File: src/sv/b58_pkg.sv
// Package for the base58check decoder: payload types, sizes, codes, tables.
// No dependencies.
package b58_pkg;
    localparam int MAX_CHARS   = 128;
    localparam int STORE_BYTES = 96;
    localparam int MAX_DATA    = 32;
    localparam int RESULT_SLOTS = 32;
    localparam int MSG_CAP     = MAX_CHARS + STORE_BYTES + 8;
    localparam int SIDX_W      = $clog2(STORE_BYTES + 1);
    localparam int CCNT_W      = $clog2(MAX_CHARS + 2);
    localparam int MLEN_W      = $clog2(MSG_CAP + 1);

    localparam logic [2:0] ST_OK       = 3'd0;
    localparam logic [2:0] ST_BAD_CHAR = 3'd1;
    localparam logic [2:0] ST_BAD_LEN  = 3'd2;
    localparam logic [2:0] ST_BAD_SUM  = 3'd3;
    localparam logic [2:0] ST_OVER_CAP = 3'd4;

    typedef struct packed {
        logic [7:0] char_code;
        logic       last_char;
    } b58_in_t;

    typedef struct packed {
        logic [2:0] status;
        logic [7:0] prefix_byte;
        logic [7:0] data_byte;
        logic       byte_valid;
        logic       last_result;
    } b58_out_t;

    // returns {invalid, digit}
    function automatic logic [6:0] digit_of(input logic [7:0] c);
        logic [6:0] r;
        r = 7'h7f;
        case (c)
            "r": r = 7'd0;  "p": r = 7'd1;  "s": r = 7'd2;  "h": r = 7'd3;
            "n": r = 7'd4;  "a": r = 7'd5;  "f": r = 7'd6;  "3": r = 7'd7;
            "9": r = 7'd8;  "w": r = 7'd9;  "B": r = 7'd10; "U": r = 7'd11;
            "D": r = 7'd12; "N": r = 7'd13; "E": r = 7'd14; "G": r = 7'd15;
            "H": r = 7'd16; "J": r = 7'd17; "K": r = 7'd18; "L": r = 7'd19;
            "M": r = 7'd20; "4": r = 7'd21; "P": r = 7'd22; "Q": r = 7'd23;
            "R": r = 7'd24; "S": r = 7'd25; "T": r = 7'd26; "7": r = 7'd27;
            "V": r = 7'd28; "W": r = 7'd29; "X": r = 7'd30; "Y": r = 7'd31;
            "Z": r = 7'd32; "2": r = 7'd33; "b": r = 7'd34; "c": r = 7'd35;
            "d": r = 7'd36; "e": r = 7'd37; "C": r = 7'd38; "g": r = 7'd39;
            "6": r = 7'd40; "5": r = 7'd41; "j": r = 7'd42; "k": r = 7'd43;
            "m": r = 7'd44; "8": r = 7'd45; "o": r = 7'd46; "F": r = 7'd47;
            "q": r = 7'd48; "i": r = 7'd49; "1": r = 7'd50; "t": r = 7'd51;
            "u": r = 7'd52; "v": r = 7'd53; "A": r = 7'd54; "x": r = 7'd55;
            "y": r = 7'd56; "z": r = 7'd57;
            default: r = 7'h7f;
        endcase
        return r;
    endfunction

    function automatic logic [31:0] sha_k(input logic [5:0] t);
        logic [31:0] k [64];
        k = '{32'h428a2f98,32'h71374491,32'hb5c0fbcf,32'he9b5dba5,32'h3956c25b,32'h59f111f1,
              32'h923f82a4,32'hab1c5ed5,32'hd807aa98,32'h12835b01,32'h243185be,32'h550c7dc3,
              32'h72be5d74,32'h80deb1fe,32'h9bdc06a7,32'hc19bf174,32'he49b69c1,32'hefbe4786,
              32'h0fc19dc6,32'h240ca1cc,32'h2de92c6f,32'h4a7484aa,32'h5cb0a9dc,32'h76f988da,
              32'h983e5152,32'ha831c66d,32'hb00327c8,32'hbf597fc7,32'hc6e00bf3,32'hd5a79147,
              32'h06ca6351,32'h14292967,32'h27b70a85,32'h2e1b2138,32'h4d2c6dfc,32'h53380d13,
              32'h650a7354,32'h766a0abb,32'h81c2c92e,32'h92722c85,32'ha2bfe8a1,32'ha81a664b,
              32'hc24b8b70,32'hc76c51a3,32'hd192e819,32'hd6990624,32'hf40e3585,32'h106aa070,
              32'h19a4c116,32'h1e376c08,32'h2748774c,32'h34b0bcb5,32'h391c0cb3,32'h4ed8aa4a,
              32'h5b9cca4f,32'h682e6ff3,32'h748f82ee,32'h78a5636f,32'h84c87814,32'h8cc70208,
              32'h90befffa,32'ha4506ceb,32'hbef9a3f7,32'hc67178f2};
        return k[t];
    endfunction

    function automatic logic [31:0] sha_iv(input logic [2:0] i);
        logic [31:0] v [8];
        v = '{32'h6a09e667,32'hbb67ae85,32'h3c6ef372,32'ha54ff53a,
              32'h510e527f,32'h9b05688c,32'h1f83d9ab,32'h5be0cd19};
        return v[i];
    endfunction
endpackage

File: src/sv/b58_sha.sv
// Iterative SHA-256 compression unit: one round per cycle, 64 rounds per block.
// Depends on b58_pkg.
module b58_sha
    import b58_pkg::*;
(
    input  logic         aclk,
    input  logic         aresetn,
    input  logic         init,       // load IV
    input  logic         start,      // compress block_in
    input  logic [511:0] block_in,
    output logic         busy,
    output logic [255:0] digest
);
    logic [31:0] h_reg [8];
    logic [31:0] a_reg, b_reg, c_reg, d_reg, e_reg, f_reg, g_reg, hh_reg;
    logic [31:0] w_reg [16];
    logic [5:0]  t_reg;
    logic        run_reg, fin_reg;

    logic [31:0] w_cur, s0, s1, w_new, t1, t2, w15, w2;

    always_comb begin
        w15 = w_reg[1];
        w2  = w_reg[14];
        s0  = {w15[6:0], w15[31:7]} ^ {w15[17:0], w15[31:18]} ^ (w15 >> 3);
        s1  = {w2[16:0], w2[31:17]} ^ {w2[18:0], w2[31:19]} ^ (w2 >> 10);
        w_new = w_reg[0] + s0 + w_reg[9] + s1;
        w_cur = w_reg[0];
        t1 = hh_reg + ({e_reg[5:0], e_reg[31:6]} ^ {e_reg[10:0], e_reg[31:11]}
             ^ {e_reg[24:0], e_reg[31:25]}) + ((e_reg & f_reg) ^ (~e_reg & g_reg))
             + sha_k(t_reg) + w_cur;
        t2 = ({a_reg[1:0], a_reg[31:2]} ^ {a_reg[12:0], a_reg[31:13]}
             ^ {a_reg[21:0], a_reg[31:22]})
             + ((a_reg & b_reg) ^ (a_reg & c_reg) ^ (b_reg & c_reg));
    end

    assign busy = run_reg | fin_reg;

    always_comb begin
        for (int i = 0; i < 8; i++) begin
            digest[255-32*i -: 32] = h_reg[i];
        end
    end

    always_ff @(posedge aclk) begin
        if (!aresetn) begin
            run_reg <= 1'b0;
            fin_reg <= 1'b0;
            t_reg   <= '0;
            for (int i = 0; i < 8; i++) h_reg[i] <= sha_iv(3'(i));
        end else if (init) begin
            for (int i = 0; i < 8; i++) h_reg[i] <= sha_iv(3'(i));
        end else if (start) begin
            run_reg <= 1'b1;
            t_reg   <= '0;
            for (int i = 0; i < 16; i++) w_reg[i] <= block_in[511-32*i -: 32];
            a_reg <= h_reg[0]; b_reg <= h_reg[1]; c_reg <= h_reg[2]; d_reg <= h_reg[3];
            e_reg <= h_reg[4]; f_reg <= h_reg[5]; g_reg <= h_reg[6]; hh_reg <= h_reg[7];
        end else if (run_reg) begin
            // window shifts: w_reg[0] is W[t]
            for (int i = 0; i < 15; i++) w_reg[i] <= w_reg[i+1];
            w_reg[15] <= w_new;
            hh_reg <= g_reg; g_reg <= f_reg; f_reg <= e_reg; e_reg <= d_reg + t1;
            d_reg <= c_reg; c_reg <= b_reg; b_reg <= a_reg; a_reg <= t1 + t2;
            t_reg <= t_reg + 6'd1;
            if (t_reg == 6'd63) begin
                run_reg <= 1'b0;
                fin_reg <= 1'b1;
            end
        end else if (fin_reg) begin
            fin_reg <= 1'b0;
            h_reg[0] <= h_reg[0] + a_reg; h_reg[1] <= h_reg[1] + b_reg;
            h_reg[2] <= h_reg[2] + c_reg; h_reg[3] <= h_reg[3] + d_reg;
            h_reg[4] <= h_reg[4] + e_reg; h_reg[5] <= h_reg[5] + f_reg;
            h_reg[6] <= h_reg[6] + g_reg; h_reg[7] <= h_reg[7] + hh_reg;
        end
    end
endmodule

File: config.mk
export PLATFORM = sky130hd
export DESIGN_NAME = b58_sha
export DESIGN_NICKNAME = d
export VERILOG_FILES = /design/src/sv/b58_pkg.sv /design/src/sv/b58_sha.sv
export SDC_FILE = /design/constraint.sdc
export NUM_CORES = 2
export LEC_CHECK = 0
export BUFFER_PORTS_ARGS = -buffer_cell sky130_fd_sc_hd__buf_2
export CAP_MARGIN = 15
export CORE_UTILIZATION = 54
export DETAILED_ROUTE_END_ITERATION = 7
export PLACE_DENSITY = 0.75
export SLEW_MARGIN = 15
export SYNTH_ARGS = -nofsm -noshare
export SYNTH_HDL_FRONTEND = slang
export SYNTH_SLANG_ARGS = --single-unit
File: constraint.sdc
create_clock -name aclk -period 24.5 [get_ports aclk]
set_clock_uncertainty 0.15 [all_clocks]
set_input_delay 1.225 -clock aclk [delete_from_list [all_inputs] [get_ports aclk]]
set_output_delay 1.225 -clock aclk [all_outputs]
set_load 0.005 [all_outputs]
**Word level (Yosys, flattened, before mapping)**

Memories as Yosys holds them, arrays and structs flattened.
Index checks and enable logic that the tools add are counted.
Widths: inputs -> output; s select.

- $lt $le $gt $ge: 1
- Muxes and demuxes: 76
- $add $sub $neg: 19
- Reduce and logical (&&, ||, !) cells: 4
- Bitwise gates (word level): 53
- Equality and inequality tests: 2

Operators with widths:

| cell | number |
|---|---|
| $mux 32 | 50 |
| $add 32x32->32 | 18 |
| $xor 32x32->32 | 9 |
| $and 32x32->32 | 5 |
| $or 1x1->1 | 33 |
| $not 32->32 | 1 |
| $xor 32x22->32 | 1 |
| $xor 32x29->32 | 1 |
| $mux 1 | 24 |
| $mux 6 | 2 |
| $ge 7x7->1 const B | 1 |
| $not 6->7 | 1 |
| $add 6x1->6 const B | 1 |
| $eq 6x6->1 const B | 1 |
| $reduce_and 3->1 | 2 |
| $ne 2x1->1 const B | 1 |
| $not 1->1 | 2 |
| $reduce_and 2->1 | 1 |
| $reduce_bool 2->1 | 1 |

- Input port bits: 516
- Memory bits (read-only): 2,048
- Output and inout port bits: 257
- Flip-flop bits (word level): 264
- Bits in writable memories: 768
- Memories: 3
- Logic and storage cells: 169

Memory list:

| name | depth | width | read ports | clocked after Yosys merged registers in | write ports | RTL line | source |
|---|---|---|---|---|---|---|---|
| (name not given) | 64 | 32 | 1 | 0 | 0 | b58_pkg.sv:70 | `return k[t];` |
| w_reg | 16 | 32 | 16 | 0 | 16 | b58_sha.sv:16 | `logic [31:0] w_reg [16];` |
| h_reg | 8 | 32 | 8 | 0 | 8 | b58_sha.sv:14 | `logic [31:0] h_reg [8];` |

**Depth between registers and ports, before layout**

- Word-level depth: 9
- Depth in mapped cells: 39
- Mapped depth without buffers: 37

**Least setup slack after synthesis**

No wires, ideal clock.

- Kind: input port to flip-flop
- Start point: input init
- End point: memory w_reg[0][0] (enable)
- Required time: 22.953 ns
- Stages: 5
- Slack: -0.192 ns
- Data arrival time: 23.145 ns
- Cells stage by stage: clkbuf_1 nand2b_1 clkbuf_1 clkbuf_1 nor2_1

RTL lines:

| element | RTL line | source |
|---|---|---|
| start: declaration | b58_sha.sv:8 | `input logic init,` |
| end: declaration | b58_sha.sv:16 |  |

**Worst setup path after layout**

- Start point: register t_reg[1]
- End point: register a_reg[30], data pin

- Cells in the longest elaborated chain, start to end: 9

Ends and longest elaborated chain:

| element | RTL line | source |
|---|---|---|
| start: declaration | b58_sha.sv:17 | `logic [5:0] t_reg;` |
| start signal: assignment | b58_sha.sv:65 | `t_reg <= t_reg + 6'd1;` |
| $not 6->7 (not written as such) | b58_pkg.sv:70 |  |
| $mem_v2 64x32 | n/a |  |
| $mux 32 (not written as such) (2 in series) | b58_pkg.sv:70 |  |
| $add 32x32->32 (2 in series) | b58_sha.sv:31 | `+ sha_k(t_reg) + w_cur;` |
| $add 32x32->32 | b58_sha.sv:64 | `d_reg <= c_reg; c_reg <= b_reg; b_reg <= a_reg; a_reg <= t1 + t2;` |
| $mux 32 | b58_sha.sv:59 | `end else if (run_reg) begin` |
| $mux 32 | b58_sha.sv:53 | `end else if (start) begin` |
| end signal: assignment | b58_sha.sv:57 | `a_reg <= h_reg[0]; b_reg <= h_reg[1]; c_reg <= h_reg[2]; d_reg <= h_reg[3];` |
| end signal: assignment | b58_sha.sv:64 |  |
| end: declaration | b58_sha.sv:15 | `logic [31:0] a_reg, b_reg, c_reg, d_reg, e_reg, f_reg, g_reg, hh_reg;` |

No other way between the ends. The select of a mux whose other input is x is not followed.
A chain may end at the register's enable or synchronous reset.

==> summary.txt <==
Worst setup path
  – Critical path launch point type: flip-flop
  – Most used cell, CP: inv_1
  – Max incr delay on CP: 0.82 ns
  – Arrival @ worst endpoint: 10.38 ns
  – Max FO, Critical Path: 19
  – Worst r2r src: t_reg[1]
  – Worst Setup SP: t_reg[1]
  – Req. time, crit path: 24.85 ns
  – Critical path class: flip-flop to flip-flop
  – CP endpoint kind: flip-flop
  – Critical-path top delay cell: ha_1

Final layout
  – Area delta synth->final: 13.4%
  – Layout cells sized above 1: 22.5%
  – Area of the multi-input gates: 0.0363 sq mm
  – Reg area: 0.0306 sq mm
  – Number of flip-flops in the largest register: 512
  – Nets@finish: 8155
  – FILL cells: 10300

CTS
  – Clock Latency Late Sink: 0.79 ns
  – CTS root buf: clkbuf_16
  – Clock transition at path regs: 0.06 ns
  – CTS max path bufs: 3
  – CTS tree: built
  – Sink Count: 1032
  – Hold-fix buffers, CTS: 0
  – TritonCTS buffer count: 113
  – CTS H-tree lvls: 3
  – Post-CTS setup buffer count: 0
  – Post-CTS Resized: 0

Logic synthesis
  – Synth top area cells: edfxtp_1 (43%), mux2_2 (8.8%), ha_1 (7.1%)
  – Most frequent cell after synthesis: edfxtp_1
  – Cell taking the most area after synthesis: edfxtp_1
  – Top-area cell type share of the netlist area: 43.1%
  – Flops & latches, synth: 1032
  – Syn_nets: 7490
  – Top post-synthesis cells by count: edfxtp_1 (992), nand2_1 (924), mux2_2 (538), ha_1 (390), xnor2_1 (360)
  – Cell variety after synth: 108
  – Post-synth top flop: edfxtp_1
  – Mapped Area: 0.0691 sq mm
  – Ys async rst share: 0%
  – Syn avg cell area: 10.8 sq um
  – Cell count after synthesis: 6389
  – Register area share after synthesis: 44.3%
  – Synthesis Warnings: 0
  – EDFF count, synth: 992

STA
  – Period minus WS final: 10.03 ns
  – Slew @ Worst Pin: 1.25 ns
  – Fin. max-slew vios: 0
  – Maximum clock frequency: 99.7 MHz
  – Setup TNS: 0 ns
  – Hold violation count in the final report: 0
  – Unrepaired setup endpoints after global routing: false
  – Tcrit/Tclk final: 40.9%
  – Rel. slew slack: 16.7%
  – Final setup fails: 0

Floorplan
  – Starting Density: 54.7%
  – Die ar.: 0.129 sq mm
  – Area of the core: 0.126 sq mm
  – I/O Pins: 773
  – Die Ht: 360 microns
  – Die W: 360 microns
  – FP Rows: 130

Global routing
  – GR Util All Layers: 37.3%
  – Vias in the first global route: 52500
  – First-pass GRT wire length: 353000 microns
  – Total grt overflow: 0
  – Pin count of the biggest net entering global routing: 191
  – Initial antenna violation count: 55

Routing
  – 1st-iter DRT viols: 6068
  – Detailed Routing Iterations Pass 1: 6
  – Vias post-DR: 54700
  – Vias per cell: 6.19
  – Post-route DRC: 0
  – Final ANT Viol Nets: 0
  – Total length of routed wires: 249000 microns
  – Post-DR wirelength/cell: 28.2 microns

Place
  – Post-DP HPWL: 192000 microns
  – Final Wtd Congestion: 1.02
  – I/O Buffers: 772

Hold path
  – Hold wc startpoint: h_reg[0][23]
  – Hold Crit Class: flip-flop to flip-flop

Outcome
  – Status: finished clean

Job
  – Max cap viols: 0
==> stage by stage <==
step	hold slack, ns	setup slack [ns]	instances	util (%)	area [sq um]
after floorplan	0.324	8.56	6389	-	69100
after global routing	0.377	13.88	8824	62.1	78300
final	0.363	14.47	8832	62.1	78300
after CTS	0.360	14.63	8802	62.0	78300
after detailed placement	0.345	14.69	8589	59.0	74500
after global placement	0.338	14.88	8589	59.0	74500
==> cell families (layout without fill, tap and decap cells) <==
group,Yosys count,count (layout),share of synthesized area (%)
flip-flops,1032,1032,44.3
adder cells (fa/ha/maj),588,588,12.8
AND/OR/NAND/NOR,1703,1703,10.8
multiplexers,562,562,9.19
buffers and inverters,593,1356,3.23
other,0,30,0
XOR/XNOR,552,552,7.04
AO/OA/AOI/OAI,1359,1359,12.7
==> cell type report <==
type | instances | area share [%]
multi-input cells | 4764 | 46.4
flip-flops and latches | 1032 | 39.1
repair buffers | 817 | 5.44
diodes | 30 | 0.0958
clock buffers | 141 | 3.86
well taps | 1650 | 2.64
inverters | 326 | 1.56
clock inverters | 72 | 0.969
==> cell usage in the layout (no fill, tap or decap), drive strengths merged, types with 25 or more instances in the layout <==
master,instances
edfxtp,992
a21o,170
nor3,94
buf,817
and3,31
nand2b,54
clkbuf,141
a21oi,347
a21boi,25
a211oi,62
xnor2,360
ha,390
o31ai,41
o21a,70
o21ai,352
a31oi,44
nand3,74
nand2,924
o21bai,40
nor2,320
xor2,190
o211ai,41
mux2,539
or3,35
nor2b,56
dfxtp,40
fa,195
inv,328
diode,30
clkinv,54
==> metal layers <==
layer | up-vias | GRT usage [%] | wire, microns
met5 | - | 0 | 232
met3 | 576 | 6.71 | 21300
li1 | 24400 | - | -
met2 | 2847 | 59.7 | 115000
met1 | 26800 | 47.6 | 96000
met4 | 38 | 21.7 | 15800
==> worst max-delay path: cells and delay by family, from the launching register on <==
family / cells / cell delay, ns
flip-flops: 1 / 0.72
adder cells (fa/ha/maj): 7 / 3.19
AO/OA/AOI/OAI: 11 / 3.10
buffers and inverters: 6 / 0.97
XOR/XNOR: 1 / 0.40
AND/OR/NAND/NOR: 6 / 1.21
==> path summary, 6_finish.rpt <==
path	to	slack, ns	cells after the start
max	a_reg[30]	14.47	31
min	h_reg[0][23]	0.36	2
max reg2reg	a_reg[30]	14.47	31
min reg2reg	h_reg[0][23]	0.36	2
Power is not shown: default switching activity piles up to over one toggle a cycle in this logic, so the estimate is an artifact.
